File: src/sv/assert_macros.svh
// Assertion macros used by the deframer RTL.
`ifndef ASSERT_MACROS_SVH
`define ASSERT_MACROS_SVH

// Check a condition in the cycle after the trigger.
`define ASSERT_NEXT(label, clk, rst, trig, cond) \
  label: assert property (@(posedge clk) disable iff (rst) (trig) |=> (cond)) \
    else $error("next-cycle check failed");

// Check a condition in the same cycle as the trigger.
`define ASSERT_SAME(label, clk, rst, trig, cond) \
  label: assert property (@(posedge clk) disable iff (rst) (trig) |-> (cond)) \
    else $error("same-cycle check failed");

`endif

File: src/sv/ocd_pkg.sv
// Package: constants and types of the cell deframer.
`default_nettype none

package ocd_pkg;

  localparam int CountW   = 17;
  localparam int CircW    = 3;
  localparam int FixedW   = 13;
  localparam int AddrW    = 3;
  localparam int DataW    = 32;

  // Command codes
  localparam logic [7:0] CMD_VERSIONS = 8'd7;
  localparam logic [7:0] CMD_VPADDING = 8'd128;

  // Register limits and reset values
  localparam logic [CircW-1:0]  CIRC_MIN    = 3'd2;
  localparam logic [CircW-1:0]  CIRC_MAX    = 3'd4;
  localparam logic [CircW-1:0]  CIRC_RESET  = 3'd4;
  localparam logic [FixedW-1:0] FIXED_MIN   = 13'd8;
  localparam logic [FixedW-1:0] FIXED_MAX   = 13'd4096;
  localparam logic [FixedW-1:0] FIXED_RESET = 13'd514;

  // Register index (address bit 2)
  localparam logic REG_CIRC_ID = 1'b0;
  localparam logic REG_FIXED   = 1'b1;

  // Header bytes after the circuit id: command plus two length bytes
  localparam logic [CountW-1:0] VAR_HDR_EXTRA = 17'd3;

  typedef struct packed {
    logic [CircW-1:0]  circ_id_bytes;
    logic [FixedW-1:0] fixed_cell_bytes;
  } cfg_t;

  typedef struct packed {
    logic       first;
    logic       last;
    logic       variable;
    logic [7:0] command;
  } tag_t;

endpackage

`default_nettype wire

File: src/sv/ocd_cell_tracker.sv
// Cell position tracker: tags each byte with its place in the current cell.
`default_nettype none
`include "assert_macros.svh"

module ocd_cell_tracker (
  input  wire logic          clk,
  input  wire logic          rst,
  input  wire logic          clear,
  input  wire logic          accept,
  input  wire logic [7:0]    rx_byte,
  input  wire ocd_pkg::cfg_t cfg,
  output ocd_pkg::tag_t      tag
);

  localparam int CW = ocd_pkg::CountW;

  logic [CW-1:0] byte_count, byte_count_next;
  logic [7:0]    cell_command, cell_command_next;
  logic          variable_flag, variable_flag_next;
  logic [CW-1:0] end_position, end_position_next;
  logic [7:0]    length_high, length_high_next;

  logic [ocd_pkg::CircW-1:0]  circ_eff;
  logic [ocd_pkg::FixedW-1:0] fixed_eff;
  logic [CW-1:0] circ_pos, len_hi_pos, len_lo_pos, pos_inc;
  logic          is_cmd_pos, past_id, cmd_var, known, last;

  // Clamp the configuration into range
  always_comb begin
    if (cfg.circ_id_bytes < ocd_pkg::CIRC_MIN) begin
      circ_eff = ocd_pkg::CIRC_MIN;
    end else if (cfg.circ_id_bytes > ocd_pkg::CIRC_MAX) begin
      circ_eff = ocd_pkg::CIRC_MAX;
    end else begin
      circ_eff = cfg.circ_id_bytes;
    end
    if (cfg.fixed_cell_bytes < ocd_pkg::FIXED_MIN) begin
      fixed_eff = ocd_pkg::FIXED_MIN;
    end else if (cfg.fixed_cell_bytes > ocd_pkg::FIXED_MAX) begin
      fixed_eff = ocd_pkg::FIXED_MAX;
    end else begin
      fixed_eff = cfg.fixed_cell_bytes;
    end
  end

  // Decode the byte position
  assign circ_pos   = {{(CW-ocd_pkg::CircW){1'b0}}, circ_eff};
  assign len_hi_pos = circ_pos + CW'(1);
  assign len_lo_pos = circ_pos + CW'(2);
  assign pos_inc    = byte_count + CW'(1);
  assign is_cmd_pos = (byte_count == circ_pos);
  assign past_id    = (byte_count >= circ_pos);
  assign cmd_var    = (rx_byte == ocd_pkg::CMD_VERSIONS) || (rx_byte >= ocd_pkg::CMD_VPADDING);

  // Update the cell header fields and find the end of the cell
  always_comb begin
    cell_command_next  = cell_command;
    variable_flag_next = variable_flag;
    end_position_next  = end_position;
    length_high_next   = length_high;
    if (is_cmd_pos) begin
      cell_command_next  = rx_byte;
      variable_flag_next = cmd_var;
      if (!cmd_var) begin
        end_position_next = {{(CW-ocd_pkg::FixedW){1'b0}}, fixed_eff};
      end
    end else if (past_id && variable_flag && byte_count == len_hi_pos) begin
      length_high_next = rx_byte;
    end else if (past_id && variable_flag && byte_count == len_lo_pos) begin
      end_position_next = circ_pos + ocd_pkg::VAR_HDR_EXTRA
                          + {{(CW-16){1'b0}}, length_high, rx_byte};
    end

    if (!past_id) begin
      known = 1'b0;
    end else if (variable_flag_next) begin
      known = (byte_count >= len_lo_pos);
    end else begin
      known = 1'b1;
    end
    last = known && (pos_inc == end_position_next);
    byte_count_next = last ? '0 : pos_inc;
  end

  // Tags for the current byte
  assign tag.first    = (byte_count == '0);
  assign tag.last     = last;
  assign tag.variable = past_id ? variable_flag_next : 1'b0;
  assign tag.command  = past_id ? cell_command_next : 8'd0;

  // Advance framing state on each accepted byte; restart on a register write
  always_ff @(posedge clk) begin
    if (rst || clear) begin
      byte_count    <= '0;
      cell_command  <= '0;
      variable_flag <= 1'b0;
      end_position  <= '0;
      length_high   <= '0;
    end else if (accept) begin
      byte_count    <= byte_count_next;
      cell_command  <= cell_command_next;
      variable_flag <= variable_flag_next;
      end_position  <= end_position_next;
      length_high   <= length_high_next;
    end
  end

  `ASSERT_NEXT(a_restart_after_last, clk, rst, accept && last && !clear, byte_count == '0)
  `ASSERT_NEXT(a_count_advances, clk, rst, accept && !last && !clear,
               byte_count == $past(byte_count) + CW'(1))
  `ASSERT_SAME(a_no_last_in_circ_id, clk, rst, !past_id, !last)

endmodule

`default_nettype wire

File: src/sv/onion_cell_deframer.sv
// Top level of the link cell deframer: register port, byte channel, result register.
`default_nettype none

// Usage:
//   Bytes of the link stream enter on rx_valid/rx_byte; a word is taken at a
//   clock edge with rx_valid high and rx_stall low. Each byte leaves in the next
//   cycle on out_valid with data_byte and its tags: cell_first, cell_last,
//   is_variable and command_seen. The receiver holds out_stall to pause.
//   Throughput is one byte per cycle while out_stall is low: the per-byte
//   decision is a position compare against the cell end in the tracker, and
//   the result register allows a new byte while the last one is taken.
//   While a result waits under out_stall, rx_stall is raised and the held
//   result does not change.
//   The APB port sets the circuit id width (address 0) and fixed cell length
//   (address 4); pready is always high. A write restarts framing so the next
//   byte begins a new cell; write only while the stream is idle.
//   Synchronous reset (rst) empties the result register, restarts framing and
//   returns the registers to 4-byte circuit ids and 514-byte fixed cells.

module onion_cell_deframer (
  input  wire logic                          clk,
  input  wire logic                          rst,
  input  wire logic                          psel,
  input  wire logic                          penable,
  input  wire logic                          pwrite,
  input  wire logic [ocd_pkg::AddrW-1:0]     paddr,
  input  wire logic [ocd_pkg::DataW-1:0]     pwdata,
  output      logic [ocd_pkg::DataW-1:0]     prdata,
  output      logic                          pready,
  input  wire logic                          rx_valid,
  output      logic                          rx_stall,
  input  wire logic [7:0]                    rx_byte,
  output      logic                          out_valid,
  input  wire logic                          out_stall,
  output      logic [7:0]                    data_byte,
  output      logic                          cell_first,
  output      logic                          cell_last,
  output      logic                          is_variable,
  output      logic [7:0]                    command_seen
);

  ocd_pkg::cfg_t cfg;
  ocd_pkg::tag_t tag;
  logic          cfg_write, accept;

  // Register port
  assign pready    = 1'b1;
  assign cfg_write = psel && penable && pwrite && pready;

  always_ff @(posedge clk) begin
    if (rst) begin
      cfg.circ_id_bytes    <= ocd_pkg::CIRC_RESET;
      cfg.fixed_cell_bytes <= ocd_pkg::FIXED_RESET;
    end else if (cfg_write) begin
      case (paddr[2])
        ocd_pkg::REG_CIRC_ID: cfg.circ_id_bytes    <= pwdata[ocd_pkg::CircW-1:0];
        ocd_pkg::REG_FIXED:   cfg.fixed_cell_bytes <= pwdata[ocd_pkg::FixedW-1:0];
        default: ;
      endcase
    end
  end

  always_comb begin
    case (paddr[2])
      ocd_pkg::REG_CIRC_ID:
        prdata = {{(ocd_pkg::DataW-ocd_pkg::CircW){1'b0}}, cfg.circ_id_bytes};
      ocd_pkg::REG_FIXED:
        prdata = {{(ocd_pkg::DataW-ocd_pkg::FixedW){1'b0}}, cfg.fixed_cell_bytes};
      default:
        prdata = '0;
    endcase
  end

  // Take a byte whenever the result register is free or being emptied
  assign rx_stall = out_valid && out_stall;
  assign accept   = rx_valid && !rx_stall;

  ocd_cell_tracker u_tracker (
    .clk     (clk),
    .rst     (rst),
    .clear   (cfg_write),
    .accept  (accept),
    .rx_byte (rx_byte),
    .cfg     (cfg),
    .tag     (tag)
  );

  // Result register: load on accept, drop when taken, hold under stall
  always_ff @(posedge clk) begin
    if (rst) begin
      out_valid <= 1'b0;
    end else if (accept) begin
      out_valid <= 1'b1;
    end else if (!out_stall) begin
      out_valid <= 1'b0;
    end
  end

  always_ff @(posedge clk) begin
    if (accept) begin
      data_byte    <= rx_byte;
      cell_first   <= tag.first;
      cell_last    <= tag.last;
      is_variable  <= tag.variable;
      command_seen <= tag.command;
    end
  end

endmodule

`default_nettype wire

File: config.mk
export PLATFORM = sky130hd
export DESIGN_NAME = onion_cell_deframer
export DESIGN_NICKNAME = d
export VERILOG_FILES = /design/src/sv/ocd_pkg.sv /design/src/sv/ocd_cell_tracker.sv /design/src/sv/onion_cell_deframer.sv
export VERILOG_INCLUDE_DIRS = /design/src /design/src/sv
export SDC_FILE = /design/constraint.sdc
export NUM_CORES = 1
export LEC_CHECK = 0
export BUFFER_PORTS_ARGS = -buffer_cell sky130_fd_sc_hd__buf_4
export CORE_MARGIN = 2
export CORE_UTILIZATION = 40
export DETAILED_ROUTE_END_ITERATION = 7
export PLACE_DENSITY = 0.66
export SETUP_SLACK_MARGIN = 0.2
export SLEW_MARGIN = 0
export SYNTH_ARGS = -nofsm -noshare
export SYNTH_HDL_FRONTEND = slang
export SYNTH_SLANG_ARGS = --single-unit
File: constraint.sdc
create_clock -name clk -period 4.35 [get_ports clk]
set_clock_uncertainty 0.15 [all_clocks]
set_input_delay 0.87 -clock clk [delete_from_list [all_inputs] [get_ports clk]]
set_output_delay 0.87 -clock clk [all_outputs]
set_load 0.005 [all_outputs]
### After elaboration in Yosys (flattened, before gate mapping)

Index checks and enable logic that the tools add are counted.

* bits in registers: 87
* input port bits: 50
* output and inout port bits: 54
* word-level logic and storage cells: 64

* add/sub/neg operators: 5
* magnitude comparators: 7
* eq/ne operators: 6
* muxes and demuxes: 16
* bitwise logic cells: 2
* reduce and logical (&&, ||, !) cells: 15

Operators by type and width (count)
* 17-bit 2-to-1 mux: 5
* 32-bit case mux with 2 select lines: 1
* 17-bit equality test: 3
* 13-bit 2-to-1 mux: 2
* 17-bit by 1-bit adder with 17-bit output, second input constant: 1
* 17-bit by 16-bit adder with 17-bit output: 1
* 17-bit by 3-bit equality test with 1-bit output: 1
* 17-bit >= comparator: 1
* 17-bit by 3-bit >= comparator with 1-bit output: 1
* 17-bit zero test: 1
* 13-bit greater-than comparator, second input constant: 1
* 13-bit by 4-bit < comparator with 1-bit output, second input constant: 1
* 3-bit by 2-bit adder with 4-bit output, second input constant: 2
* 8-bit by 3-bit equality test with 1-bit output, second input constant: 1
* 8-bit >= comparator, second input constant: 1
* 1-bit logical AND: 8
* 8-bit 2-to-1 mux: 1
* 3-bit 2-to-1 mux: 2
* 1-bit 2-to-1 mux: 5
* 3-bit by 1-bit adder with 4-bit output, second input constant: 1
* 2-bit AND reduction: 2
* 3-bit greater-than comparator, second input constant: 1
* 3-bit by 2-bit < comparator with 1-bit output, second input constant: 1
* 3-bit AND reduction: 1
* other kinds (4): 6

### Depth between registers and ports, before layout

Gate-level depths: netlist of run 1.

* word-level depth: 12
* depth in mapped cells: 16
* gate-level depth less buffers: 15

### Modules after synthesis

Synthesis of run 1 repeated with hierarchy kept, for this count alone.

* cell total of the unflattened synthesis: 625
* area total of the unflattened synthesis: 5455.2 sq um

Modules (own cells, without submodules)
* ocd_cell_tracker: times used 1, cells each 493, area an instance 3852.4 sq um, seq. area each 1021.0 sq um
* onion_cell_deframer: times used 1, cells each 132, area an instance 1602.8 sq um, seq. area each 910.9 sq um

### Least setup slack after synthesis of run 1

OpenSTA, ideal clock, no wires.

* path type: flip-flop to flip-flop
* start point: register cfg[15] (netlist name)
* end point: register u_tracker.byte_count[8]
* setup time: 0.074 ns
* arrival time: 3.368 ns
* data required time: 4.126 ns
* slack: 0.758 ns
* cell stages (with the launch flop): 17
* path buffers: 1
* period minus slack after synthesis: 3.592 ns
* path through: dfxtp_1 > inv_1 > nand3_1 > ha_1 > xnor2_1 > ha_1 > nand3_1 > o22a_1 > or3_1 > a21oi_2 > nor4_1 > a311oi_2 > mux2i_1 > and4_1 > buf_6 > or4_1 > a31oi_1

RTL lines
* to (signal assigned): line ocd_cell_tracker.sv:100 `byte_count <= byte_count_next;`
* to (decl): line ocd_cell_tracker.sv:17 `logic [CW-1:0] byte_count, byte_count_next;`

### Worst setup path in the final report of run 1

* start point: register cfg[15] (netlist name)
* end point: register u_tracker.byte_count[8]

* longest elaborated chain between the ends: 12
* elaborated cells on any way between the ends: 25
* classes of those cells: add/sub: 4; order compare: 4; eq/ne: 4; mux: 9; reduce/logical: 4

RTL lines
* 3-bit greater-than comparator: line ocd_cell_tracker.sv:32 `end else if (cfg.circ_id_bytes > ocd_pkg::CIRC_MAX) begin`
* 3-bit 2-to-1 mux: line ocd_cell_tracker.sv:32
* 3-bit 2-to-1 mux (*): line ocd_cell_tracker.sv:30 `if (cfg.circ_id_bytes < ocd_pkg::CIRC_MIN) begin`
* parallel branches: the longest is 7 deep, another holds 17-bit by 16-bit adder with 17-bit output
* 1-bit logical AND (*): line ocd_cell_tracker.sv:81 `last = known && (pos_inc == end_position_next);`
* 17-bit 2-to-1 mux (*): line ocd_cell_tracker.sv:82 `byte_count_next = last ? '0 : pos_inc;`

Every way passes the cells marked *.
A chain may end at the register's enable or synchronous reset.

==> impl_metrics.ini, run 1 <==
[timing]
setup_viol = 0
slew_headroom_pct = 52.49
period_needed_ns = 3.917
worst_slew_pin_slew_ns = 0.7100
rsz0062_at_grt = yes
fin_crit_sh_pct = 90.05
slew_viol_final = 0
timing.setup.tns_ns = 0
finalHoldViolations = 0
fmax_mhz = 255.3

[detailed_routing]
viasPerCell = 5.522
postRouteAntennaNets = 0
wl_per_cell_um = 16.71
drt_pass1_iterations = 5
num_vias = 4710
drtIter0Drc = 293
wirelength_um = 14260
drc = 0

[grt]
grt_pass1_vias = 4599
grt_max_degree = 37
grt_util_all_layers_pct = 20.53
antenna_found_initial = 0
grt_pass1_wl_um = 22950
grt_overflow = 0

[power_and_ir_drop]
p_leak_uw = 0.002418
power_density_nw_per_um2 = 325.2
finalPower_uw = 1986
ir_worst_vdd_mv = 0.1827

[place]
dp.cells = 837
dp_hpwl_um = 10560
gp_congestion = 0.9266
portBuffers = 62

[worst_setup_path]
critPathLaunchType = flip-flop
reg2reg_setup_slack_ns = 0.43
worstPathRequired_ns = 4.47
r2r_end = u_tracker.byte_count[8]$_SDFFE_PP0P_
r2r_cells = 15
endpoint_kind = flip-flop
worstSetupPathType = flip-flop to flip-flop
arrival_ns = 4.03
cp_max_fo = 8
timing.rr.start = cfg[15]$_SDFFE_PP1P_

[floorplanning]
ioPinCount = 104
die_x_um = 117.8
dieArea_sq_um = 13880
core_sq_um = 12620
start_util_pct = 41.07
fp.dieH_um = 117.8
rows = 41

[cells_and_area]
fin_util_pct = 48.39
diodes = 0
drive_above_1_share_pct = 17.62
most-common-layout-cells = nand2_1 (88), buf_4 (77), dfxtp_1 (68), nor2_1 (67), a21oi_1 (45)
nFillCells = 1233
synthToLayoutAreaGrowth_pct = 17.84
finalNonFillerCells = 853
finalNetCount = 740
layout_commonest_cell = nand2_1

[synthesis]
ys_types = 69
netlist_area_sq_um = 5182
synth_edf_count = 19
synth_top_area_share_pct = 26.27
async_flop_share_pct = 0
synth_top_cell_by_area = dfxtp_1
syn_avg_cell_area_sq_um = 8.319
synthTopCellsByArea = dfxtp_1 (26%), edfxtp_1 (11%), nand2_1 (6.4%)
yosysWarnings = 0
yosys_register_bits = 87
synthCells = 623
seq_area_frac_synth_pct = 37.28
synthFlopType = dfxtp_1

[run]
drv_cap = 0

[clock_tree]
cts_root_buffer = clkbuf_16
cts_max_path_buffers = 2
clkLatencyLatePin_ns = 0.34
htreeDepth = 3
clkSinkCount = 87
cts_tree = built
cts_made_buffers = 9
clk_pin_slew_worst_paths_ns = 0.07
cts_setup_buffers = 0
holdBufCountCts = 0

[status]
status = finished clean

[min_path]
min-delay-start = u_tracker.cell_command[2]$_SDFFE_PP0P_
hold_depth = 2
worst_hold_path_type = flip-flop to flip-flop
min_to = u_tracker.cell_command[2]$_SDFFE_PP0P_
## cell type report
type / instances / area, sq um / share of cell area [%]
Tap cell: 172 / 215.2 / 3.524
Timing Repair Buffer: 77 / 578.1 / 9.465
Sequential cell: 87 / 1932 / 31.63
Clock buffer: 9 / 225.2 / 3.688
Clock inverter: 7 / 123.9 / 2.028
Multi-Input combinational cell: 488 / 2984 / 48.86
Inverter: 13 / 48.80 / 0.7990
## metrics by stage
stage               hold WS [ns]  instance area [sq um]  worst slack, ns
floorplan                 0.2860                   5250           0.7576
global placement          0.2909                   5732          0.07014
detailed placement        0.2977                   5732          0.03206
CTS                       0.3073                   6082           0.2608
global route              0.3345                   6107           0.1646
finish                    0.3074                   6107           0.4330
## worst max-delay path by stage
stage,cells after the start,slack [ns],from,to
detailed placement,13,0.03,rx_byte[0],u_tracker.byte_count[9]$_SDFFE_PP0P_
finish,15,0.43,cfg[15]$_SDFFE_PP1P_,u_tracker.byte_count[8]$_SDFFE_PP0P_
floorplan,16,0.76,cfg[15]$_SDFFE_PP1P_,u_tracker.byte_count[8]$_SDFFE_PP0P_
global route,15,0.16,cfg[15]$_SDFFE_PP1P_,u_tracker.byte_count[13]$_SDFFE_PP0P_
global placement,13,0.07,rx_byte[0],u_tracker.byte_count[9]$_SDFFE_PP0P_
CTS,15,0.26,cfg[15]$_SDFFE_PP1P_,u_tracker.byte_count[3]$_SDFFE_PP0P_
## registers in the layout, indices dropped and copies added (netlist names)
| signal | cells |
|---|---|
| data_byte | 8 |
| cfg | 16 |
| u_tracker.byte_count | 17 |
| cell_first | 1 |
| is_variable | 1 |
| u_tracker.length_high | 8 |
| out_valid | 1 |
| u_tracker.cell_command | 8 |
| cell_last | 1 |
| command_seen | 8 |
| u_tracker.end_position | 17 |
| u_tracker.variable_flag | 1 |
## synthesized netlist by cell type, types with 6 or more instances
cell      number
ha_1          13
and2_1        14
inv_1         13
a211oi_1       8
buf_2         12
nor2b_1        6
a22oi_1        7
a21oi_1       45
o21ai_0       20
nand3_1       23
clkbuf_1      17
nand4_1       11
nor2_1        67
xor2_1        20
nor4_1         9
a22o_1         7
and3_1         7
and4_1         6
buf_4         22
xnor2_1       17
nand2_1       88
edfxtp_1      19
mux2i_1       12
dfxtp_1       68
## critical path: stages (launching register included)
cell and delay (ns):
dfxtp_1 0.31, inv_1 0.14, nand3_1 0.17, ha_1 0.26, xnor2_1 0.13, ha_2 0.39
nand3_1 0.09, o22a_1 0.29, or3_1 0.36, a21oi_2 0.22, nor4_1 0.09, a311oi_2 0.25
mux2i_1 0.15, and4_4 0.26, or4_1 0.41, a31oi_1 0.17
## repair_timing
| item | CTS | global route |
|---|---|---|
| cloned | 0 | 0 |
| endpoints found under the setup margin | 3 | 17 |
| resized for setup | 1 | 7 |
| pin swaps | 0 | 0 |
## logic make-up (layout without fill, tap and decap cells)
group / count (synthesis) / in the layout / synth area share, %
XOR/XNOR: 37 / 37 / 6.253
AND/OR/NAND/NOR: 267 / 267 / 25.57
AO/OA/AOI/OAI: 135 / 135 / 17.31
buffers and inverters: 66 / 106 / 6.953
adder cells (fa/ha/maj): 14 / 14 / 3.525
flip-flops: 87 / 87 / 37.28
multiplexers: 15 / 15 / 2.970
other: 2 / 20 / 0.1449
## where the power goes
group | internal [uW] | switching [uW] | total [uW]
sequential | 846 | 12.0 | 858
combinational | 89.9 | 128 | 218
clock | 568 | 343 | 911
total | 1500 | 483 | 1990
## per-layer routing
| metal | vias up | wire (um) | GRT usage [%] |
|---|---|---|---|
| met1 | 2198 | 6298 | 26.08 |
| met4 | 0 | 330 | 8.057 |
| met5 | - | 0 | 0 |
| met3 | 29 | 853 | 3.634 |
| met2 | 198 | 6772 | 34.59 |
| li1 | 2285 | - | - |
(Power assumes the default switching activity.)
==> run 2, diff against run 1 <==
- clock period: 4.35 -> 3.8 ns (I/O delays scaled with it)
==> impl_metrics.ini, run 2 (same netlist as run 1, synthesis figures left out) <==
[floorplanning]
core_sq_um = 12620
dieArea_sq_um = 13880
ioPinCount = 104
die_x_um = 117.8
rows = 41
start_util_pct = 41.07
fp.dieH_um = 117.8

[clock_tree]
htreeDepth = 3
clkSinkCount = 87
cts_tree = built
cts_max_path_buffers = 2
cts_root_buffer = clkbuf_16
holdBufCountCts = 0
clk_pin_slew_worst_paths_ns = 0.07
cts_made_buffers = 9
clkLatencyLatePin_ns = 0.35

[grt]
grt_pass1_wl_um = 23890
antenna_found_initial = 0
grt_max_degree = 36
grt_pass1_vias = 4696
grt_overflow = 0
grt_util_all_layers_pct = 21.60

[place]
dp_hpwl_um = 11230
portBuffers = 62
placed_area_sq_um = 6055
gp_congestion = 0.9374

[power_and_ir_drop]
power_density_nw_per_um2 = 326.6
p_leak_uw = 0.002665
switching_share_pct = 26.06
pwr-share-seq_pct = 44.9
p_clk_share_pct = 41.6
power_frac_comb_pct = 13.5
ir_worst_vdd_mv = 0.2451
p_switching_uw = 569.7
intPower_uw = 1616

[timing]
period_needed_ns = 3.547
fin_crit_sh_pct = 93.34
worst_slew_pin_slew_ns = 0.7639
finalHoldViolations = 0
fmax_mhz = 281.9
timing.setup.tns_ns = 0
hold_slack_ns = 0.3061
rsz0062_at_grt = yes
slew_viol_final = 0
setup_viol = 0
slew_headroom_pct = 48.73

[detailed_routing]
drtIter0Drc = 332
drt_pass1_iterations = 5
postRouteAntennaNets = 0
drc = 0
wl_per_cell_um = 16.80
viasPerCell = 5.434
num_vias = 4912
wirelength_um = 15190

[worst_setup_path]
crit_slowest_cell = or4_4
worstPathRequired_ns = 3.93
endpoint_kind = flip-flop
reg2reg_setup_slack_ns = 0.25
cp_max_fo = 6
arrival_ns = 3.68
cp_top_family = simple AND/OR/NAND/NOR gates
r2r_cells = 16
crit_cells = 16
cp_cell_sequence = inv_2 > nand3_4 > ha_4 > inv_2 > buf_4 > ha_4 > a21oi_4 > o22a_1 > or3_4 > a21oi_4 > nor2_1 > a311oi_2 > mux2i_2 > and4_4 > or4_4 > a31oi_1
critPathLaunchType = flip-flop
path_buf_inv = 3
cp_slowest_stage_delay_ns = 0.41
worstSetupPathType = flip-flop to flip-flop

[cells_and_area]
drive_above_1_share_pct = 26.78
synthToLayoutAreaGrowth_pct = 29.14
finalNetCount = 791
most-common-layout-cells = buf_4 (124), nand2_1 (88), nor2_1 (66), dfxtp_1 (65), a21oi_1 (44)
layout_commonest_cell = buf_4
fin_util_pct = 53.03
finalInstanceArea_sq_um = 6693
diodes = 0
largest_registers = u_tracker.byte_count: 17 flops, u_tracker.end_position: 17 flops, cfg: 16 flops
nFillCells = 1209

[min_path]
worst_hold_path_type = flip-flop to flip-flop
hold_depth = 2

[status]
status = finished clean

[run]
drv_cap = 0
[run 2: changes by cell type in the layout (fill, tap and decap cells not counted), sizes merged]
cell,delta
buf,+51
bufinv,-2
clkinv,+2
clkbuf,+1
inv,-1
[run 2: per-stage QoR]
step                setup slack (ns)  cells  power [uW]
global placement             -0.2341    880        1264
detailed placement           -0.3119    880        1269
global route                 0.09572    904        2263
CTS                           0.1992    900        2176
floorplan                     0.2076    641        1154
finish                        0.2529    904        2186
[run 2: what timing repair did]
item / CTS / global route
pin swaps: 7 / 17
endpoints found under the setup margin: 18 / 18
setup buffers: 4 / 4
resized for setup: 18 / 36
[run 2: path summary, 6_finish.rpt]
| check | from | end |
|---|---|---|
| max | cfg[15]$_SDFFE_PP1P_ | u_tracker.byte_count[8]$_SDFFE_PP0P_ |
| min | u_tracker.cell_command[1]$_SDFFE_PP0P_ | u_tracker.cell_command[1]$_SDFFE_PP0P_ |
| max reg2reg | cfg[15]$_SDFFE_PP1P_ | u_tracker.byte_count[8]$_SDFFE_PP0P_ |
| min reg2reg | u_tracker.cell_command[1]$_SDFFE_PP0P_ | u_tracker.cell_command[1]$_SDFFE_PP0P_ |
[run 2: layout make-up]
| class | instances | area, sq um | share of cell area [%] |
|---|---|---|---|
| multi-input cells | 488 | 3219 | 48.10 |
| inverters | 13 | 48.80 | 0.7291 |
| flip-flops and latches | 87 | 1936 | 28.92 |
| clock inverters | 6 | 68.82 | 1.028 |
| repair buffers | 128 | 975.9 | 14.58 |
| well taps | 172 | 215.2 | 3.216 |
| clock buffers | 10 | 229.0 | 3.421 |
[run 2: per-layer routing]
layer	track usage (%)	up-vias	routed length, um
met5	0	-	0
met4	10.39	0	420
met3	4.990	28	808
met2	34.81	150	7212
met1	27.26	2341	6749
li1	-	2393	-
[run 2: power groups by stage]
stage / logic, uW / clock network (uW) / registers (uW)
global route: 321 / 957 / 985
CTS: 275 / 919 / 982
finish: 295 / 908 / 983
global placement: 262 / 0 / 1000
detailed placement: 266 / 0 / 1000
floorplan: 152 / 0 / 1000
[run 2: tightest hold or removal path, delay by kind of cell, from the launching register on]
family             cells  cell delay, ns
AOI/OAI and AO/OA      1            0.05
DFF                    1            0.31
and+or+nand+nor        1            0.05
